===== config.mk =====
export PLATFORM = sky130hd
export DESIGN_NAME = voxel_ray_traversal_flat
export DESIGN_NICKNAME = d
export VERILOG_FILES = /design/src/hdl/vrt_pkg.sv /design/src/hdl/vrt_ifs.sv /design/src/hdl/voxel_ray_traversal.sv /design/src/flat_wrapper.sv
export SDC_FILE = /design/constraint.sdc
export NUM_CORES = 2
export LEC_CHECK = 0
export BUFFER_PORTS_ARGS = -buffer_cell sky130_fd_sc_hd__clkbuf_2
export CAP_MARGIN = 20
export CORE_ASPECT_RATIO = 0.75
export CORE_MARGIN = 2
export CORE_UTILIZATION = 58
export DETAILED_ROUTE_END_ITERATION = 12
export PLACE_DENSITY = 0.78
export SLEW_MARGIN = 20
export SYNTH_ARGS = -nofsm -noshare
export SYNTH_HDL_FRONTEND = slang
export SYNTH_SLANG_ARGS = --single-unit
export TNS_END_PERCENT = 50

===== constraint.sdc =====
create_clock -name clk_i -period 9.6 [get_ports clk_i]
set_input_delay 0.96 -clock clk_i [delete_from_list [all_inputs] [get_ports clk_i]]
set_output_delay 0.96 -clock clk_i [all_outputs]
set_load 0.05 [all_outputs]

===== src/hdl/vrt_pkg.sv =====
package vrt_pkg;

  // default widths
  localparam int unsigned VrtFracBits  = 16;
  localparam int unsigned VrtVoxelBits = 16;
  localparam int unsigned VrtTBits     = 48;

  // lookup limit saturation
  localparam int unsigned LimBits = 20;

  // command codes
  localparam logic CmdStart = 1'b0;
  localparam logic CmdResp  = 1'b1;

  // result kinds
  typedef enum logic [1:0] {
    KindQuery = 2'd0,
    KindHit   = 2'd1,
    KindEnd   = 2'd2
  } kind_e;

endpackage


===== src/hdl/vrt_ifs.sv =====
// input channel: start command or lookup response
interface vrt_in_if;
  logic               valid;
  logic               ready;
  logic               cmd;
  logic signed [31:0] origin_x;
  logic signed [31:0] origin_y;
  logic signed [31:0] origin_z;
  logic signed [31:0] end_x;
  logic signed [31:0] end_y;
  logic signed [31:0] end_z;
  logic               voxel_present;
  logic               voxel_is_air;

  modport source (output valid, cmd, origin_x, origin_y, origin_z, end_x, end_y, end_z,
                  voxel_present, voxel_is_air, input ready);
  modport sink   (input valid, cmd, origin_x, origin_y, origin_z, end_x, end_y, end_z,
                  voxel_present, voxel_is_air, output ready);
endinterface

// output channel: query, hit or end
interface vrt_out_if;
  logic               valid;
  logic               ready;
  logic [1:0]         kind;
  logic signed [15:0] voxel_x;
  logic signed [15:0] voxel_y;
  logic signed [15:0] voxel_z;

  modport source (output valid, kind, voxel_x, voxel_y, voxel_z, input ready);
  modport sink   (input valid, kind, voxel_x, voxel_y, voxel_z, output ready);
endinterface


===== src/hdl/voxel_ray_traversal.sv =====
// channel | dir | payload                                    | transaction
// in_i    | in  | cmd, origin xyz, end xyz, present, is_air   | valid & ready
// out_o   | out | kind, voxel xyz                             | valid & ready
//
// an air response runs the walk step (axis pick and add), the end test and the output
// load; any other response goes straight to the output load.
// a start item runs the squares, the one-bit-per-cycle shared divider and root unit and
// the limit set-up before the output load; a zero-step axis skips its divisions.
// ready returns in the same cycle that the result appears on out_o.
// reset is asynchronous and leaves the block idle with no walk active.
// in_i.ready is high only while the sequencer is idle; a result waiting on out_o
// stalls the sequencer in its output state, not the walk state.
module voxel_ray_traversal import vrt_pkg::*; #(
  parameter int unsigned FRAC_BITS  = VrtFracBits,
  parameter int unsigned VOXEL_BITS = VrtVoxelBits,
  parameter int unsigned T_BITS     = VrtTBits
) (
  input  logic      clk_i,
  input  logic      rst_ni,
  vrt_in_if.sink    in_i,
  vrt_out_if.source out_o
);

  localparam int unsigned TF   = T_BITS / 2;
  localparam int unsigned NW   = FRAC_BITS + TF + 1;
  localparam int unsigned DW   = 33;
  localparam int unsigned SUMW = 2 * DW + 2;
  localparam int unsigned SPW  = SUMW - 2 * FRAC_BITS + 1;
  localparam int unsigned H    = (SPW + 1) / 2;
  localparam int unsigned CW   = $clog2(NW + 1);
  localparam int unsigned RCW  = $clog2(H + 1);
  localparam int unsigned LW   = (H + 3 > LimBits) ? H + 3 : LimBits;
  localparam int unsigned QXW  = NW + T_BITS;

  localparam logic [T_BITS-1:0]  TMax   = {T_BITS{1'b1}};
  localparam logic [T_BITS-1:0]  TOne   = T_BITS'(1) << TF;
  localparam logic [LimBits-1:0] LimMax = {LimBits{1'b1}};

  typedef enum logic [9:0] {
    StIdle  = 10'b0000000001,
    StSqr   = 10'b0000000010,
    StDivLd = 10'b0000000100,
    StDiv   = 10'b0000001000,
    StSqLd  = 10'b0000010000,
    StSqrt  = 10'b0000100000,
    StFin   = 10'b0001000000,
    StStep  = 10'b0010000000,
    StCheck = 10'b0100000000,
    StOut   = 10'b1000000000
  } state_e;

  state_e state_q, state_d;

  // walk state
  logic        [DW-1:0]         ad_q   [3];
  logic        [FRAC_BITS:0]    dist_q [3];
  logic signed [1:0]            dir_q  [3];
  logic signed [VOXEL_BITS-1:0] vox_q  [3];
  logic        [T_BITS-1:0]     tstep_q[3];
  logic        [T_BITS-1:0]     tnext_q[3];
  logic        [LimBits-1:0]    done_q, limit_q;
  logic                         active_q;

  // shared unit state
  logic [SUMW-1:0] sum_q;
  logic [1:0]      axis_q;
  logic            op_q;
  logic [CW-1:0]   bit_q;
  logic [RCW-1:0]  rcnt_q;
  logic [NW-1:0]   num_q, quo_q;
  logic [DW:0]     rem_q;
  logic [2*H-1:0]  sqv_q;
  logic [H-1:0]    root_q;
  logic [H+1:0]    srem_q;

  // pending result
  kind_e res_kind_q;
  logic  res_zero_q;

  // output register
  logic               out_valid_q;
  kind_e              out_kind_q;
  logic signed [15:0] out_vox_q[3];

  logic in_acc;
  assign in_i.ready = (state_q == StIdle);
  assign in_acc     = in_i.valid && in_i.ready;

  // start decode per axis
  logic signed [31:0]        org[3], fin[3], shv[3];
  logic signed [32:0]        dlt[3];
  logic        [DW-1:0]      ad_w[3];
  logic signed [1:0]         dir_w[3];
  logic        [FRAC_BITS:0] dist_w[3];

  assign org[0] = in_i.origin_x;
  assign org[1] = in_i.origin_y;
  assign org[2] = in_i.origin_z;
  assign fin[0] = in_i.end_x;
  assign fin[1] = in_i.end_y;
  assign fin[2] = in_i.end_z;

  always_comb begin
    for (int i = 0; i < 3; i++) begin
      dlt[i]  = 33'(fin[i]) - 33'(org[i]);
      ad_w[i] = dlt[i][32] ? DW'(-dlt[i]) : DW'(dlt[i]);
      if (dlt[i] == 33'sd0) begin
        dir_w[i] = 2'sd0;
      end else if (dlt[i][32]) begin
        dir_w[i] = -2'sd1;
      end else begin
        dir_w[i] = 2'sd1;
      end
      shv[i] = org[i] >>> FRAC_BITS;
      if (dir_w[i] == 2'sd1) begin
        dist_w[i] = (FRAC_BITS+1)'(1) << FRAC_BITS;
        dist_w[i] = dist_w[i] - {1'b0, org[i][FRAC_BITS-1:0]};
      end else begin
        dist_w[i] = {1'b0, org[i][FRAC_BITS-1:0]};
      end
    end
  end

  // divider step
  logic [DW:0]         rem_sh;
  logic                div_ge;
  logic [NW-1:0]       quo_fin;
  logic [QXW-1:0]      quo_x;
  logic [T_BITS-1:0]   quo_t;
  logic [2*DW-1:0]     sq_w;

  assign rem_sh  = {rem_q[DW-1:0], num_q[NW-1]};
  assign div_ge  = rem_sh >= {1'b0, ad_q[axis_q]};
  assign quo_fin = {quo_q[NW-2:0], div_ge};
  assign quo_x   = QXW'(quo_fin);
  assign quo_t   = (quo_x > QXW'(TMax)) ? TMax : quo_x[T_BITS-1:0];
  assign sq_w    = ad_q[axis_q] * ad_q[axis_q];

  // root step
  logic [SPW-1:0] sp_w;
  logic [H+1:0]   srem_sh, trial;
  logic           sq_ge;
  logic [H:0]     n_w;
  logic [LW-1:0]  n3_w;
  logic [LimBits-1:0] lim_w;

  assign sp_w    = SPW'(sum_q >> (2 * FRAC_BITS)) + SPW'(|sum_q[2*FRAC_BITS-1:0]);
  assign srem_sh = {srem_q[H-1:0], sqv_q[2*H-1:2*H-2]};
  assign trial   = {root_q, 2'b01};
  assign sq_ge   = srem_sh >= trial;
  assign n_w     = (H+1)'(root_q) + (H+1)'(srem_q != '0);
  assign n3_w    = LW'(n_w) * LW'(3);
  assign lim_w   = (n3_w > LW'(LimMax)) ? LimMax : n3_w[LimBits-1:0];

  // walk step: axis pick, saturating add, end test
  logic [1:0]        ax_w;
  logic [T_BITS:0]   tsum_w;
  logic [T_BITS-1:0] tnew_w;
  logic              walk_end;

  always_comb begin
    if (tnext_q[0] < tnext_q[1]) begin
      ax_w = (tnext_q[0] < tnext_q[2]) ? 2'd0 : 2'd2;
    end else begin
      ax_w = (tnext_q[1] < tnext_q[2]) ? 2'd1 : 2'd2;
    end
  end

  assign tsum_w   = {1'b0, tnext_q[ax_w]} + {1'b0, tstep_q[ax_w]};
  assign tnew_w   = tsum_w[T_BITS] ? TMax : tsum_w[T_BITS-1:0];
  assign walk_end = ((tnext_q[0] > TOne) && (tnext_q[1] > TOne) && (tnext_q[2] > TOne))
                    || (done_q >= limit_q);

  logic out_free;
  assign out_free = !out_valid_q || out_o.ready;

  // next state
  always_comb begin
    state_d = state_q;
    case (state_q)
      StIdle: begin
        if (in_acc) begin
          if (in_i.cmd == CmdStart) begin
            state_d = StSqr;
          end else if (active_q && in_i.voxel_present && in_i.voxel_is_air) begin
            state_d = StStep;
          end else begin
            state_d = StOut;
          end
        end
      end
      StSqr:   if (axis_q == 2'd2) state_d = StDivLd;
      StDivLd: begin
        if (op_q == 1'b0 && ad_q[axis_q] == '0) begin
          state_d = (axis_q == 2'd2) ? StSqLd : StDivLd;
        end else begin
          state_d = StDiv;
        end
      end
      StDiv: begin
        if (bit_q == CW'(NW - 1)) begin
          state_d = (op_q && axis_q == 2'd2) ? StSqLd : StDivLd;
        end
      end
      StSqLd:  state_d = StSqrt;
      StSqrt:  if (rcnt_q == RCW'(H - 1)) state_d = StFin;
      StFin:   state_d = StOut;
      StStep:  state_d = StCheck;
      StCheck: state_d = StOut;
      StOut:   if (out_free) state_d = StIdle;
      default: state_d = StIdle;
    endcase
  end

  // control registers
  always_ff @(posedge clk_i or negedge rst_ni) begin
    if (!rst_ni) begin
      state_q     <= StIdle;
      active_q    <= 1'b0;
      out_valid_q <= 1'b0;
      axis_q      <= '0;
      op_q        <= 1'b0;
      bit_q       <= '0;
      rcnt_q      <= '0;
      done_q      <= '0;
      limit_q     <= '0;
    end else begin
      state_q <= state_d;
      case (state_q)
        StIdle: begin
          axis_q <= '0;
          op_q   <= 1'b0;
          if (in_acc && in_i.cmd == CmdResp && active_q &&
              !(in_i.voxel_present && in_i.voxel_is_air)) begin
            active_q <= 1'b0;
          end
        end
        StSqr:   axis_q <= (axis_q == 2'd2) ? 2'd0 : axis_q + 2'd1;
        StDivLd: begin
          bit_q <= '0;
          if (op_q == 1'b0 && ad_q[axis_q] == '0) begin
            axis_q <= axis_q + 2'd1;
          end
        end
        StDiv: begin
          bit_q <= bit_q + CW'(1);
          if (bit_q == CW'(NW - 1)) begin
            op_q <= !op_q;
            if (op_q) axis_q <= axis_q + 2'd1;
          end
        end
        StSqLd:  rcnt_q <= '0;
        StSqrt:  rcnt_q <= rcnt_q + RCW'(1);
        StFin: begin
          limit_q  <= lim_w;
          done_q   <= LimBits'(1);
          active_q <= (lim_w != '0);
        end
        StCheck: begin
          if (walk_end) begin
            active_q <= 1'b0;
          end else begin
            done_q <= done_q + LimBits'(1);
          end
        end
        default: ;
      endcase
      if (state_q == StOut && out_free) begin
        out_valid_q <= 1'b1;
      end else if (out_o.ready) begin
        out_valid_q <= 1'b0;
      end
    end
  end

  // datapath registers
  always_ff @(posedge clk_i) begin
    case (state_q)
      StIdle: begin
        if (in_acc) begin
          res_zero_q <= (in_i.cmd == CmdResp) && !active_q;
          if (in_i.cmd == CmdStart) begin
            sum_q <= '0;
            for (int i = 0; i < 3; i++) begin
              ad_q[i]   <= ad_w[i];
              dir_q[i]  <= dir_w[i];
              dist_q[i] <= dist_w[i];
              vox_q[i]  <= shv[i][VOXEL_BITS-1:0];
            end
          end else if (!active_q) begin
            res_kind_q <= KindEnd;
          end else if (!in_i.voxel_present) begin
            res_kind_q <= KindEnd;
          end else if (!in_i.voxel_is_air) begin
            res_kind_q <= KindHit;
          end
        end
      end
      StSqr:   sum_q <= sum_q + SUMW'(sq_w);
      StDivLd: begin
        rem_q <= '0;
        quo_q <= '0;
        if (op_q == 1'b0 && ad_q[axis_q] == '0) begin
          tstep_q[axis_q] <= TMax;
          tnext_q[axis_q] <= TMax;
        end else if (op_q == 1'b0) begin
          num_q <= NW'(1) << (FRAC_BITS + TF);
        end else begin
          num_q <= NW'(dist_q[axis_q]) << TF;
        end
      end
      StDiv: begin
        rem_q <= div_ge ? rem_sh - {1'b0, ad_q[axis_q]} : rem_sh;
        quo_q <= quo_fin;
        num_q <= num_q << 1;
        if (bit_q == CW'(NW - 1)) begin
          if (op_q) tnext_q[axis_q] <= quo_t;
          else      tstep_q[axis_q] <= quo_t;
        end
      end
      StSqLd: begin
        sqv_q  <= (2*H)'(sp_w);
        root_q <= '0;
        srem_q <= '0;
      end
      StSqrt: begin
        sqv_q  <= sqv_q << 2;
        srem_q <= sq_ge ? srem_sh - trial : srem_sh;
        root_q <= {root_q[H-2:0], sq_ge};
      end
      StFin:   res_kind_q <= (lim_w == '0) ? KindEnd : KindQuery;
      StStep: begin
        tnext_q[ax_w] <= tnew_w;
        vox_q[ax_w]   <= vox_q[ax_w] + VOXEL_BITS'(dir_q[ax_w]);
      end
      StCheck: res_kind_q <= walk_end ? KindEnd : KindQuery;
      StOut: begin
        if (out_free) begin
          out_kind_q <= res_kind_q;
          for (int i = 0; i < 3; i++) begin
            out_vox_q[i] <= res_zero_q ? 16'sd0 : 16'(vox_q[i]);
          end
        end
      end
      default: ;
    endcase
  end

  assign out_o.valid   = out_valid_q;
  assign out_o.kind    = out_kind_q;
  assign out_o.voxel_x = out_vox_q[0];
  assign out_o.voxel_y = out_vox_q[1];
  assign out_o.voxel_z = out_vox_q[2];

endmodule


===== src/flat_wrapper.sv =====
// flat-port wrapper written by rule: the top's interface ports become plain ports
module voxel_ray_traversal_flat import vrt_pkg::*;
#(
  parameter int unsigned FRAC_BITS  = VrtFracBits,
  parameter int unsigned VOXEL_BITS = VrtVoxelBits,
  parameter int unsigned T_BITS     = VrtTBits
)
  (clk_i, rst_ni, in_i_valid, in_i_cmd, in_i_origin_x, in_i_origin_y, in_i_origin_z, in_i_end_x, in_i_end_y, in_i_end_z, in_i_voxel_present, in_i_voxel_is_air, in_i_ready, out_o_valid, out_o_kind, out_o_voxel_x, out_o_voxel_y, out_o_voxel_z, out_o_ready);
  vrt_in_if in_i_i ();
  vrt_out_if out_o_i ();
  input  logic clk_i;
  input  logic rst_ni;
  input wire logic [$bits(in_i_i.valid)-1:0] in_i_valid;
  input wire logic [$bits(in_i_i.cmd)-1:0] in_i_cmd;
  input wire logic [$bits(in_i_i.origin_x)-1:0] in_i_origin_x;
  input wire logic [$bits(in_i_i.origin_y)-1:0] in_i_origin_y;
  input wire logic [$bits(in_i_i.origin_z)-1:0] in_i_origin_z;
  input wire logic [$bits(in_i_i.end_x)-1:0] in_i_end_x;
  input wire logic [$bits(in_i_i.end_y)-1:0] in_i_end_y;
  input wire logic [$bits(in_i_i.end_z)-1:0] in_i_end_z;
  input wire logic [$bits(in_i_i.voxel_present)-1:0] in_i_voxel_present;
  input wire logic [$bits(in_i_i.voxel_is_air)-1:0] in_i_voxel_is_air;
  output wire logic [$bits(in_i_i.ready)-1:0] in_i_ready;
  output wire logic [$bits(out_o_i.valid)-1:0] out_o_valid;
  output wire logic [$bits(out_o_i.kind)-1:0] out_o_kind;
  output wire logic [$bits(out_o_i.voxel_x)-1:0] out_o_voxel_x;
  output wire logic [$bits(out_o_i.voxel_y)-1:0] out_o_voxel_y;
  output wire logic [$bits(out_o_i.voxel_z)-1:0] out_o_voxel_z;
  input wire logic [$bits(out_o_i.ready)-1:0] out_o_ready;
  assign in_i_i.valid = in_i_valid;
  assign in_i_i.cmd = in_i_cmd;
  assign in_i_i.origin_x = in_i_origin_x;
  assign in_i_i.origin_y = in_i_origin_y;
  assign in_i_i.origin_z = in_i_origin_z;
  assign in_i_i.end_x = in_i_end_x;
  assign in_i_i.end_y = in_i_end_y;
  assign in_i_i.end_z = in_i_end_z;
  assign in_i_i.voxel_present = in_i_voxel_present;
  assign in_i_i.voxel_is_air = in_i_voxel_is_air;
  assign in_i_ready = in_i_i.ready;
  assign out_o_valid = out_o_i.valid;
  assign out_o_kind = out_o_i.kind;
  assign out_o_voxel_x = out_o_i.voxel_x;
  assign out_o_voxel_y = out_o_i.voxel_y;
  assign out_o_voxel_z = out_o_i.voxel_z;
  assign out_o_i.ready = out_o_ready;
  voxel_ray_traversal #(.FRAC_BITS(FRAC_BITS), .VOXEL_BITS(VOXEL_BITS), .T_BITS(T_BITS)) u_core (.clk_i(clk_i), .rst_ni(rst_ni), .in_i(in_i_i), .out_o(out_o_i));
endmodule

# == After elaboration in Yosys (flattened, before gate mapping) ==
# Memories as Yosys holds them, arrays and structs flattened.
# Index checks and enable logic that the tools add are counted.
# totals
ff_bits,331
ram_bits,540
inputBits,199
output_inout_bits,52
mem_count,7
# op_classes
n_addsub,20
n_mul,2
order_cmp,11
n_eq_ne,30
muxes,97
bitwise,3
n_reduce_logical,48
# memory_table
memory,depth,word_bits,rd,rd_clocked_by_memory_dff,write_ports,line_no,source
u_core.tnext_q,3,48,4,0,1,voxel_ray_traversal.sv:60,logic [T_BITS-1:0] tnext_q[3];
u_core.tstep_q,3,48,1,0,1,voxel_ray_traversal.sv:59,logic [T_BITS-1:0] tstep_q[3];
u_core.ad_q,3,33,1,0,3,voxel_ray_traversal.sv:55,logic [DW-1:0] ad_q [3];
u_core.dist_q,3,17,1,0,3,voxel_ray_traversal.sv:56,logic [FRAC_BITS:0] dist_q [3];
u_core.out_vox_q,3,16,3,0,3,voxel_ray_traversal.sv:83,logic signed [15:0] out_vox_q[3];
u_core.vox_q,3,16,4,0,3,voxel_ray_traversal.sv:58,logic signed [VOXEL_BITS-1:0] vox_q [3];
+1 memories,n/a,n/a,n/a,n/a,n/a,n/a,
# ops
cell,n
48-bit 2-to-1 mux,5
"48-bit by 25-bit > comparator with 1-bit output, second input constant",3
48-bit less-than comparator,3
68-bit 2-to-1 mux,2
68-bit one-hot mux with 2 select lines,1
33-bit logical NOT,4
33-bit 2-to-1 mux,4
33-bit negation,3
32-bit by 32-bit subtractor with 33-bit output,3
10-bit one-hot mux with 9 select lines,1
41-bit 2-to-1 mux,2
41-bit one-hot mux with 2 select lines,1
10-bit 2-to-1 mux,8
40-bit one-hot mux with 2 select lines,1
38-bit one-hot mux with 2 select lines,1
68-bit by 66-bit adder with 68-bit output,1
33-bit by 33-bit multiplier with 66-bit output,1
33-bit one-hot mux with 2 select lines,1
16-bit 2-to-1 mux,4
17-bit 2-to-1 mux,3
"17-bit by 16-bit subtractor with 17-bit output, first input constant",3
48-bit by 48-bit adder with 49-bit output,1
"41-bit by 48-bit > comparator with 1-bit output, second input constant",1
48-bit OR reduction,1
other kinds (62),153

# == Longest topological paths before layout ==
# depth
depth_word,8
ltp_mapped,39
depth_no_buf,33

# == Least setup slack after synthesis ==
# OpenSTA, ideal clock, no wires.
# synth_path
path_type,register to register
startpoint,reg u_core.axis_q[0]
endpoint,"reg u_core.sum_q[65], data pin"
setup_time_ns,0.266
t_arrival_ns,10.352
path_slack_ns,-1.018
path_stages_with_launch,37
synth_period_minus_slack_ns,10.618
path_cell_list,dfrtp_1 > clkbuf_1 > clkbuf_1 > buf_1 > mux2i_1 > o21a_1 > clkbuf_1 > inv_1 > clkbuf_1 > buf_1 > nand2_1 > fa_1 > inv_1 > fa_1 > fa_1 > inv_1 > fa_1 > inv_1 > fa_1 > fa_1 > fa_1 > inv_1 > fa_1 > inv_1 > ha_1 > clkbuf_1 > nand4_1 > nor4_1 > or4b_2 > a21boi_1 > nand4_1 > a2111oi_0 > o2111ai_1 > and2_1 > o31ai_1 > xnor2_1 > nor2_1
# synth_via
elab_chain_cells,4
# synth_lines
item,line_no,source
"start, declared",voxel_ray_traversal.sv:66,logic [1:0] axis_q;
"start signal, assigned",voxel_ray_traversal.sv:238,StSqr: axis_q <= (axis_q == 2'd2) ? 2'd0 : axis_q + 2'd1;
"start signal, assigned",voxel_ray_traversal.sv:242,axis_q <= axis_q + 2'd1;
"start signal, assigned",voxel_ray_traversal.sv:249,if (op_q) axis_q <= axis_q + 2'd1;
memory 3 x 33 bit,n/a,
33-bit by 33-bit multiplier with 66-bit output,voxel_ray_traversal.sv:137,assign sq_w = ad_q[axis_q] * ad_q[axis_q];
68-bit by 66-bit adder with 68-bit output,voxel_ray_traversal.sv:299,StSqr: sum_q <= sum_q + SUMW'(sq_w);
68-bit one-hot mux with 2 select lines,voxel_ray_traversal.sv:278,case (state_q)
"end signal, assigned",voxel_ray_traversal.sv:299,
"end, declared",voxel_ray_traversal.sv:65,logic [SUMW-1:0] sum_q;
# Every way passes these cells.
# A chain may end at the register's enable or synchronous reset.

# == Worst setup path in the final report ==
# Same ends and word-level chain as after synthesis.

==> results.md <==
- FF-to-FF End: u_core.sum_q[65]$_SDFFCE_PN0P_
- Maximum clock frequency: 0.105 GHz
- Post-route ant nets: 0
- Crit path top cell by count: fa_1
- H-tree depth: 3
- Fin area: 94100 um2
- Pre-Repair DR Iteration Count: 8
- Synth Register Bits: around 830
- Synth warn: 0
- Worst reg2reg path depth: 33
- WHS: 0.352 ns
- Worst-path fanout max: 9
- Synth Instances: 8731
- Placed cell areas: between 90000 and 100000 um2
- Setup ws final: approximately 0.089 ns
- Post-route DRC: 0
- Final min period: between 9 and 10 ns
- CTS Sinks: between 800 and 900
- GRT Util Overall: 0.340
- Hold Path Class: in -> async
- Vias in the first global route: around 66000
- Clock tree buffer depth: 3
- Core Area: 145000 um2
- Syn Nets: ~11000
- Num rows: around 120
- Clock insertion delay at the later pin of the skew report: around 0.75 ns
- RD Place Congestion: 1.04
- Post-synth top cells: inv_1 (1579), fa_1 (945), nand2_1 (772)
- Top-area cell type share of the netlist area: 0.269
- Die width: 446 um
- Area of the mapped netlist: around 85000 um2
- Unrepaired setup endpoints after global routing: yes
- Critical Path Start Type: flip-flop
- Asr flop ratio synth: 0.0796
- Avg WL per Cell: about 23 um
- Nets: 10948
- TritonCTS Buffers: 86
- Reg area: 24600 um2
- Pins Over Slew Limit: 0
- WP data required: just over 10 ns
- Global-route wire length before repair: 389000 um
- Initial antenna violation count: 7
- DR vias: 66841
- Clock transition at path regs: 0.06 ns
- Cts hold-fix bufs: 0
- Yosys cell types: 89
- Layout Cells excl Fill: ~11000
- I/O pins: about 250
- Fin crit share: 0.991
- CP delay by family, top: adder cells
- Clock Skew: 0.0677 ns
- DIE AREA: 150000 um2
- Fillers: between 10000 and 15000
- Final Hold Violating Endpoints: 0
- Reg2reg start: u_core.axis_q[0]$_DFFE_PN0P_
- Synth area leader: edfxtp_1
- I/O Buffers: 250
- Initial Util: 0.586
- Die Height: 336 um
- Root Driver: clkbuf_16
- Worst rel slew slack: 0.288
- Top_reg_cell synth: edfxtp_1
- Share of cells above drive strength 1: 0.103
- Status: finished clean
- Synth-to-Final Area Change: 10.6%
- Multi-input gate area: 54000 um2
- Cell Count Post-Placement: 10917
- Gr ovfl total: 0
- Synth area leaders: edfxtp_1 (27%), fa_1 (22%), ha_1 (10%), inv_1 (7.0%), nand2_1 (3.4%)
- Setup violators final: 0
- Seq/Total Area, Yosys: 0.289
- Top-count cell post-synth: inv_1
- TritonCTS clock tree: built
- Data arrival, critical path: 9.96 ns
- Pin count of the biggest net entering global routing: 135
- CP Class: reg -> reg
- Number of flops mapped to enable cells by yosys: between 700 and 800
- Slowest CP cell: fa_1
- HPWL after DPL: 205000 um
- Buf/Inv on CP: 10
- Critical Path End Type: flip-flop
- WL final: ~260000 um
- Worst slew pin tran: 1.06 ns
- Via density: about 6
- Crit-path max cell delay: 0.55 ns
- DRT iter0 DRCs: 8252
- Setup slack at placement: -0.466 ns
- Reg2reg setup slack: 0.09 ns
- Max-cap violations: 0
- Avg Inst Size Synth: 9.75 um2
[cell usage in the layout, fill, tap and decap left out, types with 31 or more instances in the layout]
master / n
a211oi_1: 31
a21o_1: 195
a21oi_1: 354
a31oi_1: 48
and2_1: 75
and3_1: 54
buf_4: 308
clkbuf_16: 88
clkbuf_2: 249
dfrtp_1: 62
edfxtp_1: 763
fa_1: 942
ha_1: 680
inv_1: 1567
mux2_2: 32
mux2i_1: 187
nand2_1: 762
nand2b_1: 40
nand3_1: 96
nand4_1: 100
nor2_1: 610
nor2b_1: 113
nor3_1: 78
nor4_1: 70
o211ai_1: 39
o21a_1: 69
o21ai_0: 411
o21bai_1: 36
o22a_1: 44
o31ai_1: 43
or3_1: 75
xnor2_1: 319
xor2_1: 148
[how the worst max path moves through the flow]
| stage | start | to | cells past startpoint | slack (ns) |
|---|---|---|---|---|
| global placement | u_core.axis_q[0]$_DFFE_PN0P_ | u_core.sum_q[67]$_SDFFCE_PN0P_ | 37 | -0.28 |
| CTS | u_core.axis_q[0]$_DFFE_PN0P_ | u_core.sum_q[65]$_SDFFCE_PN0P_ | 33 | 0.003 |
| finish | u_core.axis_q[0]$_DFFE_PN0P_ | u_core.sum_q[65]$_SDFFCE_PN0P_ | 33 | 0.09 |
| detailed placement | u_core.axis_q[0]$_DFFE_PN0P_ | u_core.sum_q[65]$_SDFFCE_PN0P_ | 33 | -0.47 |
| floorplan | u_core.axis_q[0]$_DFFE_PN0P_ | u_core.sum_q[65]$_SDFFCE_PN0P_ | 36 | 0.05 |
| global route | u_core.axis_q[0]$_DFFE_PN0P_ | u_core.sum_q[66]$_SDFFCE_PN0P_ | 35 | -0.19 |
[flip-flops by register name, summed over array words and instances (netlist names), 40 cells and up]
name,cells
u_core.quo_q,40
u_core.tnext_q,144
u_core.dist_q,51
u_core.out_vox_q,48
u_core.sum_q,68
u_core.tstep_q,126
u_core.vox_q,48
u_core.ad_q,99
[repair_timing]
item | CTS | global route
gates resized for setup | 16 | 118
buffers inserted | 3 | 17
pin swaps | 3 | 18
endpoints found under the setup margin | 17 | 21
endpoints found under the hold margin | 0 | 0
cloned | 0 | 2
[layer usage]
layer  global-route usage  part of all wire
met5                    0           0.00027
met4                0.105             0.034
met3                0.111              0.14
met2                0.479              0.41
met1                0.499              0.41
[per-stage QoR]
stage	utilization	setup TNS [ns]
after floorplan	-	0
after global placement	0.623	-1.86
after detailed placement	0.623	-4.14
after CTS	0.643	0
after global routing	0.647	-1.38
final	0.647	0
[cell type report]
type                       instances  share of cell area
antenna                            2           0.0000532
clock buffer                      96              0.0233
clock inverter                    62             0.00722
inverter                        1593              0.0639
multi-input combinational       6011               0.574
sequential                       829               0.261
tap                             1906              0.0253
timing repair buffer             599              0.0454
[cells by family after synthesis]
| kind of cell | count (synthesis) | share of synthesized area |
|---|---|---|
| simple gates | 2212 | 0.121 |
| buf+inv | 1891 | 0.0835 |
| fa+ha+maj | 1629 | 0.323 |
| compound gates | 1480 | 0.110 |
| flops | 829 | 0.289 |
| xor+xnor | 467 | 0.0481 |
| mux | 223 | 0.0267 |
Power is not shown: default switching activity piles up to over one toggle a cycle in this logic, so the estimate is an artifact.
